File: src/design/afx_pkg.sv
// Package with the constants, angle table and shared types of the full-turn angle unit.
package afx_pkg;

  // Width of the angle accumulator, radians scaled by 2^21.
  localparam int ZW = 24;
  // Width of the Q3.13 angle result.
  localparam int AngleWidth = 16;
  localparam int AtanTableLen = 24;

  // atan(2^-i) * 2^21, rounded to nearest.
  localparam logic signed [ZW-1:0] AtanSteps [AtanTableLen] = '{
    24'sd1647099, 24'sd972340, 24'sd513757, 24'sd260791,
    24'sd130902,  24'sd65515,  24'sd32765,  24'sd16384,
    24'sd8192,    24'sd4096,   24'sd2048,   24'sd1024,
    24'sd512,     24'sd256,    24'sd128,    24'sd64,
    24'sd32,      24'sd16,     24'sd8,      24'sd4,
    24'sd2,       24'sd1,      24'sd0,      24'sd0
  };

  // Upper clamp of the first-quadrant angle, pi/2 scaled by 2^21.
  localparam logic signed [ZW-1:0] AngHalfPiInt = 24'sd3294199;
  localparam logic [ZW-1:0] RoundHalf = 24'd128;

  // Angle constants in Q3.13 radians.
  localparam logic [AngleWidth-1:0] Q13HalfPi      = 16'd12868;
  localparam logic [AngleWidth-1:0] Q13Pi          = 16'd25736;
  localparam logic [AngleWidth-1:0] Q13ThreeHalfPi = 16'd38604;
  localparam logic [AngleWidth-1:0] Q13TwoPi       = 16'd51472;
  localparam logic [AngleWidth-1:0] Q13Zero        = 16'd0;

  // Quadrant and axis information that travels alongside the datapath.
  typedef struct packed {
    logic x_neg;
    logic y_neg;
    logic x_zero;
    logic y_zero;
  } afx_side_t;

endpackage

File: src/design/afx_if.sv
// Valid/ready channel interfaces for coordinate pairs and angle results.
interface afx_coord_if #(
  parameter int COORD_WIDTH = 16
);
  logic                          valid;
  logic                          ready;
  logic signed [COORD_WIDTH-1:0] coord_x;
  logic signed [COORD_WIDTH-1:0] coord_y;

  modport source (output valid, output coord_x, output coord_y, input ready);
  modport sink (input valid, input coord_x, input coord_y, output ready);
endinterface

interface afx_angle_if;
  logic        valid;
  logic        ready;
  logic [15:0] angle;
  logic        origin_point;

  modport source (output valid, output angle, output origin_point, input ready);
  modport sink (input valid, input angle, input origin_point, output ready);
endinterface

File: src/design/angle_from_xy_full_turn_unit.sv
// Pipelined CORDIC unit that returns the full-turn polar angle of an x,y pair.
// It has one input stage, one stage per CORDIC rotation and one output stage.
// Throughput is one transfer per cycle while the output is not stalled, set by the
// single add/subtract of one rotation that each stage holds. A stall on the
// output freezes every stage together. Reset clears only the stage valid bits.
module angle_from_xy_full_turn_unit #(
  parameter int ROTATION_STEPS = 16,
  parameter int COORD_WIDTH    = 16
) (
  input  logic          clk_i,
  input  logic          rst_ni,
  afx_coord_if.sink     coord_i,
  afx_angle_if.source   angle_o
);
  import afx_pkg::*;

  // The rotated x and y carry the coordinate magnitude scaled by 2^ROTATION_STEPS,
  // plus headroom for the CORDIC gain and the first rotation, which can double x.
  localparam int DW = COORD_WIDTH + ROTATION_STEPS + 3;
  localparam int LastStage = ROTATION_STEPS + 1;

  // Every stage advances together whenever the output register is empty or
  // its result is being taken in this cycle.
  logic adv;
  logic [LastStage:0] vld_q, vld_d;

  assign adv = !vld_q[LastStage] || angle_o.ready;
  assign coord_i.ready = adv;
  assign vld_d = {vld_q[LastStage-1:0], coord_i.valid};

  always_ff @(posedge clk_i or negedge rst_ni) begin
    if (!rst_ni) begin
      vld_q <= '0;
    end else if (adv) begin
      vld_q <= vld_d;
    end
  end

  // Stage registers: index 0 is the input stage, index s+1 holds the result
  // of rotation s.
  logic signed [DW-1:0] cx_q [0:ROTATION_STEPS];
  logic signed [DW-1:0] cy_q [0:ROTATION_STEPS];
  logic signed [ZW-1:0] z_q  [0:ROTATION_STEPS];
  afx_side_t            side_q [0:ROTATION_STEPS];

  // Input stage: fold the pair into the first quadrant and note the signs and
  // the axis cases, which the output stage resolves without the CORDIC angle.
  logic signed [COORD_WIDTH-1:0] x_s, y_s;
  logic [COORD_WIDTH-1:0]        ax, ay;
  afx_side_t                     side_d;

  always_comb begin
    x_s = COORD_WIDTH'(coord_i.coord_x);
    y_s = COORD_WIDTH'(coord_i.coord_y);
    side_d.x_neg  = x_s[COORD_WIDTH-1];
    side_d.y_neg  = y_s[COORD_WIDTH-1];
    side_d.x_zero = (x_s == '0);
    side_d.y_zero = (y_s == '0);
    // The magnitude of the most negative value still fits as an unsigned number.
    ax = side_d.x_neg ? (~x_s + COORD_WIDTH'(1)) : x_s;
    ay = side_d.y_neg ? (~y_s + COORD_WIDTH'(1)) : y_s;
  end

  always_ff @(posedge clk_i) begin
    if (adv) begin
      cx_q[0]   <= {3'b000, ax, {ROTATION_STEPS{1'b0}}};
      cy_q[0]   <= {3'b000, ay, {ROTATION_STEPS{1'b0}}};
      z_q[0]    <= '0;
      side_q[0] <= side_d;
    end
  end

  // One vectoring rotation per stage: drive y toward zero and accumulate the
  // angle that each rotation turns through.
  for (genvar s = 0; s < ROTATION_STEPS; s++) begin : g_rot
    logic signed [DW-1:0] dx, dy, cx_d, cy_d;
    logic signed [ZW-1:0] z_d;

    always_comb begin
      dx = cy_q[s] >>> s;
      dy = cx_q[s] >>> s;
      if (!cy_q[s][DW-1]) begin
        cx_d = cx_q[s] + dx;
        cy_d = cy_q[s] - dy;
        z_d  = z_q[s] + AtanSteps[s];
      end else begin
        cx_d = cx_q[s] - dx;
        cy_d = cy_q[s] + dy;
        z_d  = z_q[s] - AtanSteps[s];
      end
    end

    always_ff @(posedge clk_i) begin
      if (adv) begin
        cx_q[s+1]   <= cx_d;
        cy_q[s+1]   <= cy_d;
        z_q[s+1]    <= z_d;
        side_q[s+1] <= side_q[s];
      end
    end
  end

  // Output stage: clamp the accumulated angle to [0, pi/2], round it to
  // Q3.13, then map it onto the full turn by quadrant. The axes and the
  // origin take exact constants.
  logic [ZW-1:0]         zc, zr;
  logic [AngleWidth-1:0] phi, angle_d, q4_angle;
  afx_side_t             side_l;
  logic                  origin_d;
  logic [AngleWidth-1:0] angle_q;
  logic                  origin_q;

  always_comb begin
    side_l = side_q[ROTATION_STEPS];
    if (z_q[ROTATION_STEPS][ZW-1]) begin
      zc = '0;
    end else if (z_q[ROTATION_STEPS] > AngHalfPiInt) begin
      zc = AngHalfPiInt;
    end else begin
      zc = z_q[ROTATION_STEPS];
    end
    zr  = zc + RoundHalf;
    phi = zr[ZW-1:8];

    // In the fourth quadrant a zero angle would give 2*pi, which wraps to 0.
    q4_angle = Q13TwoPi - phi;
    origin_d = side_l.x_zero && side_l.y_zero;

    if (origin_d) begin
      angle_d = Q13Zero;
    end else if (side_l.x_zero) begin
      angle_d = side_l.y_neg ? Q13ThreeHalfPi : Q13HalfPi;
    end else if (side_l.y_zero) begin
      angle_d = side_l.x_neg ? Q13Pi : Q13Zero;
    end else if (!side_l.x_neg && !side_l.y_neg) begin
      angle_d = phi;
    end else if (side_l.x_neg && !side_l.y_neg) begin
      angle_d = Q13Pi - phi;
    end else if (side_l.x_neg) begin
      angle_d = Q13Pi + phi;
    end else begin
      angle_d = (q4_angle >= Q13TwoPi) ? Q13Zero : q4_angle;
    end
  end

  always_ff @(posedge clk_i) begin
    if (adv) begin
      angle_q  <= angle_d;
      origin_q <= origin_d;
    end
  end

  assign angle_o.valid        = vld_q[LastStage];
  assign angle_o.angle        = angle_q;
  assign angle_o.origin_point = origin_q;

endmodule
File: src/flat_wrapper.sv
// flat-port wrapper written by rule: the top's interface ports become plain ports
module angle_from_xy_full_turn_unit_flat import afx_pkg::*;
#(
  parameter int ROTATION_STEPS = 16,
  parameter int COORD_WIDTH    = 16
)
  (clk_i, rst_ni, coord_i_valid, coord_i_coord_x, coord_i_coord_y, coord_i_ready, angle_o_valid, angle_o_angle, angle_o_origin_point, angle_o_ready);
  afx_coord_if #(.COORD_WIDTH(COORD_WIDTH)) coord_i_i ();
  afx_angle_if angle_o_i ();
  input  logic clk_i;
  input  logic rst_ni;
  input wire logic [$bits(coord_i_i.valid)-1:0] coord_i_valid;
  input wire logic [$bits(coord_i_i.coord_x)-1:0] coord_i_coord_x;
  input wire logic [$bits(coord_i_i.coord_y)-1:0] coord_i_coord_y;
  output wire logic [$bits(coord_i_i.ready)-1:0] coord_i_ready;
  output wire logic [$bits(angle_o_i.valid)-1:0] angle_o_valid;
  output wire logic [$bits(angle_o_i.angle)-1:0] angle_o_angle;
  output wire logic [$bits(angle_o_i.origin_point)-1:0] angle_o_origin_point;
  input wire logic [$bits(angle_o_i.ready)-1:0] angle_o_ready;
  assign coord_i_i.valid = coord_i_valid;
  assign coord_i_i.coord_x = coord_i_coord_x;
  assign coord_i_i.coord_y = coord_i_coord_y;
  assign coord_i_ready = coord_i_i.ready;
  assign angle_o_valid = angle_o_i.valid;
  assign angle_o_angle = angle_o_i.angle;
  assign angle_o_origin_point = angle_o_i.origin_point;
  assign angle_o_i.ready = angle_o_ready;
  angle_from_xy_full_turn_unit #(.ROTATION_STEPS(ROTATION_STEPS), .COORD_WIDTH(COORD_WIDTH)) u_core (.clk_i(clk_i), .rst_ni(rst_ni), .coord_i(coord_i_i), .angle_o(angle_o_i));
endmodule
File: config.mk
export PLATFORM = sky130hd
export DESIGN_NAME = angle_from_xy_full_turn_unit_flat
export DESIGN_NICKNAME = d
export VERILOG_FILES = /design/src/design/afx_pkg.sv /design/src/design/afx_if.sv /design/src/design/angle_from_xy_full_turn_unit.sv /design/src/flat_wrapper.sv
export SDC_FILE = /design/constraint.sdc
export NUM_CORES = 2
export LEC_CHECK = 0
export BUFFER_PORTS_ARGS = -buffer_cell sky130_fd_sc_hd__buf_2
export CORE_ASPECT_RATIO = 2
export CORE_MARGIN = 1.5
export CORE_UTILIZATION = 60
export DETAILED_ROUTE_END_ITERATION = 12
export PLACE_DENSITY = 0.76
export SLEW_MARGIN = 20
export SYNTH_ARGS = -nofsm -noshare
export SYNTH_HDL_FRONTEND = slang
export SYNTH_SLANG_ARGS = --single-unit
File: constraint.sdc
create_clock -name clk_i -period 67.5 [get_ports clk_i]
set_input_delay 13.5 -clock clk_i [delete_from_list [all_inputs] [get_ports clk_i]]
set_output_delay 13.5 -clock clk_i [all_outputs]
set_load 0.02 [all_outputs]
==> metrics.txt <==
Post-CTS Setup Repair Bufs=0; total grt overflow=0; worst hold stages=0; kind of critical path=input port to primary output; GPL Wtd Cong=1.10; hold_buf cts=0; most frequent CP cell=buf_2; reg-to-reg critical path endpoint=u_core.cy_q[0][278]; Max Cap Viol=0; endpoints failing setup=0; Synth area leader=edfxtp_1; Max Fclk=0.0358 GHz; # resized after CTS=0; hold path endpoint=u_core.z_q[0][200]; Die Ht=577 um; I/O Buffers=54; Die Footprint=~0.17 sq mm; CTS tree=done; Syn Area/Cell=9.84 sq um; dpl hpwl=255,000 um; share of the synthesized area in the top cell type=38.2%; CP arrival=14.40 ns; Layout Area Growth over Synthesis=7.33%; cell count after synthesis=10,049; via count=78,457; Root Driver=clkbuf_16; Min Clock Period, post-route=between 20 and 30 ns; sequential element share of the synthesized area=38.7%; reg-to-reg startpoint=u_core.cx_q[0][218]; Hold Vio Cnt, Final=0; global-route wire length before repair=468,000 um; clock slew seen by the registers of the worst setup and hold paths=roughly 0.060 ns; overall routed net length=317,000 um; Worst EP required=54.00 ns; Site Rows=between 200 and 250; vias in the first global route=81,388; top post-synthesis cells by area=edfxtp_1 (38%), ha_1 (14%), xnor2_1 (9.2%); Final WS setup=39.60 ns; drt first pass iters=5; Syn. warnings=0; TritonCTS buffer count=approximately 120; outcome=completed; Synth async-reset ratio=1.41%; delay of the slowest critical-path stage=0.49 ns; worst r2r path cells=19; CP delay by family, top=simple AND/OR/NAND/NOR gates; EDFF count, synth=1,258; largest fanout on the critical path=37; net count reported at finish=11,316; DRC=0; Mapped Nets=between 10,000 and 15,000; Final Core Density=about 65%; htree depth=3; largest net degree at the start of global routing=187; GRT Resource Usage Total=37.4%; Setup crit start kind=input port; unrepaired setup endpoints after global routing=false; Slew headroom=8.22%; Top Ports=55; antenna-violating nets left=0; DR vias/cell=6.33; HP Start=u_core.z_q[0][176]; WP buf/inv=2; wire per inst=roughly 26 um; crit-path cells=buf_2 > nand2b_4 > buf_2; clock latency on the worst-skew pair=0.79 ns; Place WS=39.60 ns; clock buffer depth=3; CP Capture Type=primary output; Worst Tran Pin Value=around 1.4 ns; core area=0.164 sq mm; Final Max Tran Viols=0; Clock Sinks=around 1,300; initial antenna violation count=15; fill count=13,006; worst clock skew=0.0456 ns; layout cell share with drive strength beyond 1=4.71%; mapped cell area=0.0989 sq mm; CP max-delay cell=nand2b_4; Initial Util=roughly three fifths; DR iter-0 viols=4,294; Final period util=41.3%; Reg2Reg Setup Slack=60.19 ns; Synth Register Bits=1,276; hold crit path type=flop to flop; setup_tns=0 ns; Distinct cells, synth=103; die width=290 um; Synth Flop Type=edfxtp_1
==> cell type report <==
cell class / instances / area, sq um / area share, %
Antenna cell: 8 / 20.0 / 0.0189
Clock buffer: 129 / 2960 / 2.79
Clock inverter: 87 / 1160 / 1.10
Inverter: 498 / 1870 / 1.76
Multi-Input combinational cell: 8152 / 58400 / 55.0
Sequential cell: 1276 / 38200 / 36.0
Tap cell: 2120 / 2650 / 2.50
Timing Repair Buffer: 126 / 823 / 0.776
==> placed cells by master (no fill, tap or decap), drive strengths merged, types with 47 or more instances in the layout <==
cell	instances
o21ai	427
nand3	171
nor2b	137
mux2	53
a21o	331
nand2b	134
inv	506
xnor2	1035
buf	125
xor2	482
clkinv	47
o21bai	113
o31ai	47
nand2	454
and3	104
a31oi	135
o21a	125
nor2	1040
a211oi	73
a21boi	55
ha	1074
nor3	323
or3	89
clkbuf	130
a21oi	992
nor4	89
edfxtp	1258
and2	97
nand4	53
==> stage by stage <==
stage | instance area (sq um) | std cells | hold WS, ns
after detailed placement | 102000 | 12170 | 0.405
after CTS | 106000 | 12386 | 0.399
after global routing | 106000 | 12393 | 0.408
after floorplan | 98900 | 10049 | 0.400
final | 106000 | 12396 | 0.413
after global placement | 102000 | 12170 | 0.401
==> cell usage after synthesis, types with 15 or more instances <==
library cell and number:
a211oi_1 73, nand4_1 53, nor3b_1 23, a21oi_1 986, and3_1 104, and2_1 96, nand2_1 454, a21boi_0 51
o21a_1 125, inv_1 494, nand2b_1 134, o21ai_0 382, fa_1 36, o31ai_1 46, nor4_1 89, nor2b_1 137
ha_1 1074, a41oi_1 16, o211ai_1 25, nor3_1 323, o2111ai_1 16, or2_2 45, nand3_1 170, o21bai_1 113
xor2_1 482, dfrtp_1 18, a31oi_1 134, or4_1 29, a211o_1 30, or3_1 88, a21o_1 331, xnor2_1 1035
buf_1 19, a2111oi_0 15, mux2_2 53, o41ai_1 43, nor2_1 1038, a31o_2 15, o21ai_1 43, edfxtp_1 1258
mux2i_1 17, clkbuf_1 100
==> cell families (layout without fill, tap and decap cells) <==
group	after synthesis	in the layout	synth area share (%)
buf+inv	621	840	2.36
mux	70	70	0.776
xor+xnor	1517	1517	13.4
fa+ha+maj	1110	1110	14.3
flops	1276	1276	38.7
simple gates	2849	2849	13.9
other cells	0	8	0
compound gates	2606	2606	16.6
==> registers in the layout (all words and copies together), names as in the netlist <==
register                     cells
u_core.side_q                   68
u_core.z_q                     304
u_core.vld_q                    18
u_core.cy_q                    440
u_core.cx_q                    429
u_core.angle_o.angle            16
u_core.angle_o.origin_point      1
==> per-layer routing <==
layer | track usage [%] | up-vias | share of wire, %
met2 | 73.7 | 2637 | 54
met5 | 0 | - | 0.0069
met4 | 50.1 | 4 | 16
met1 | 24.4 | 36964 | 25
met3 | 6.92 | 1779 | 4.3
li1 | - | 37073 | -
==> how the worst max path moves through the flow <==
stage / from / to / slack, ns / cells after the start
finish: angle_o_ready / coord_i_ready / 39.60 / 3
global route: angle_o_ready / coord_i_ready / 39.55 / 3
CTS: angle_o_ready / coord_i_ready / 39.60 / 3
detailed placement: angle_o_ready / coord_i_ready / 39.60 / 3
global placement: angle_o_ready / coord_i_ready / 39.59 / 3
floorplan: angle_o_ready / coord_i_ready / 5.91 / 3
Power is left out: the tool's default activity adds up to more than one toggle a clock period on the data nets, which glitch-free logic cannot reach.
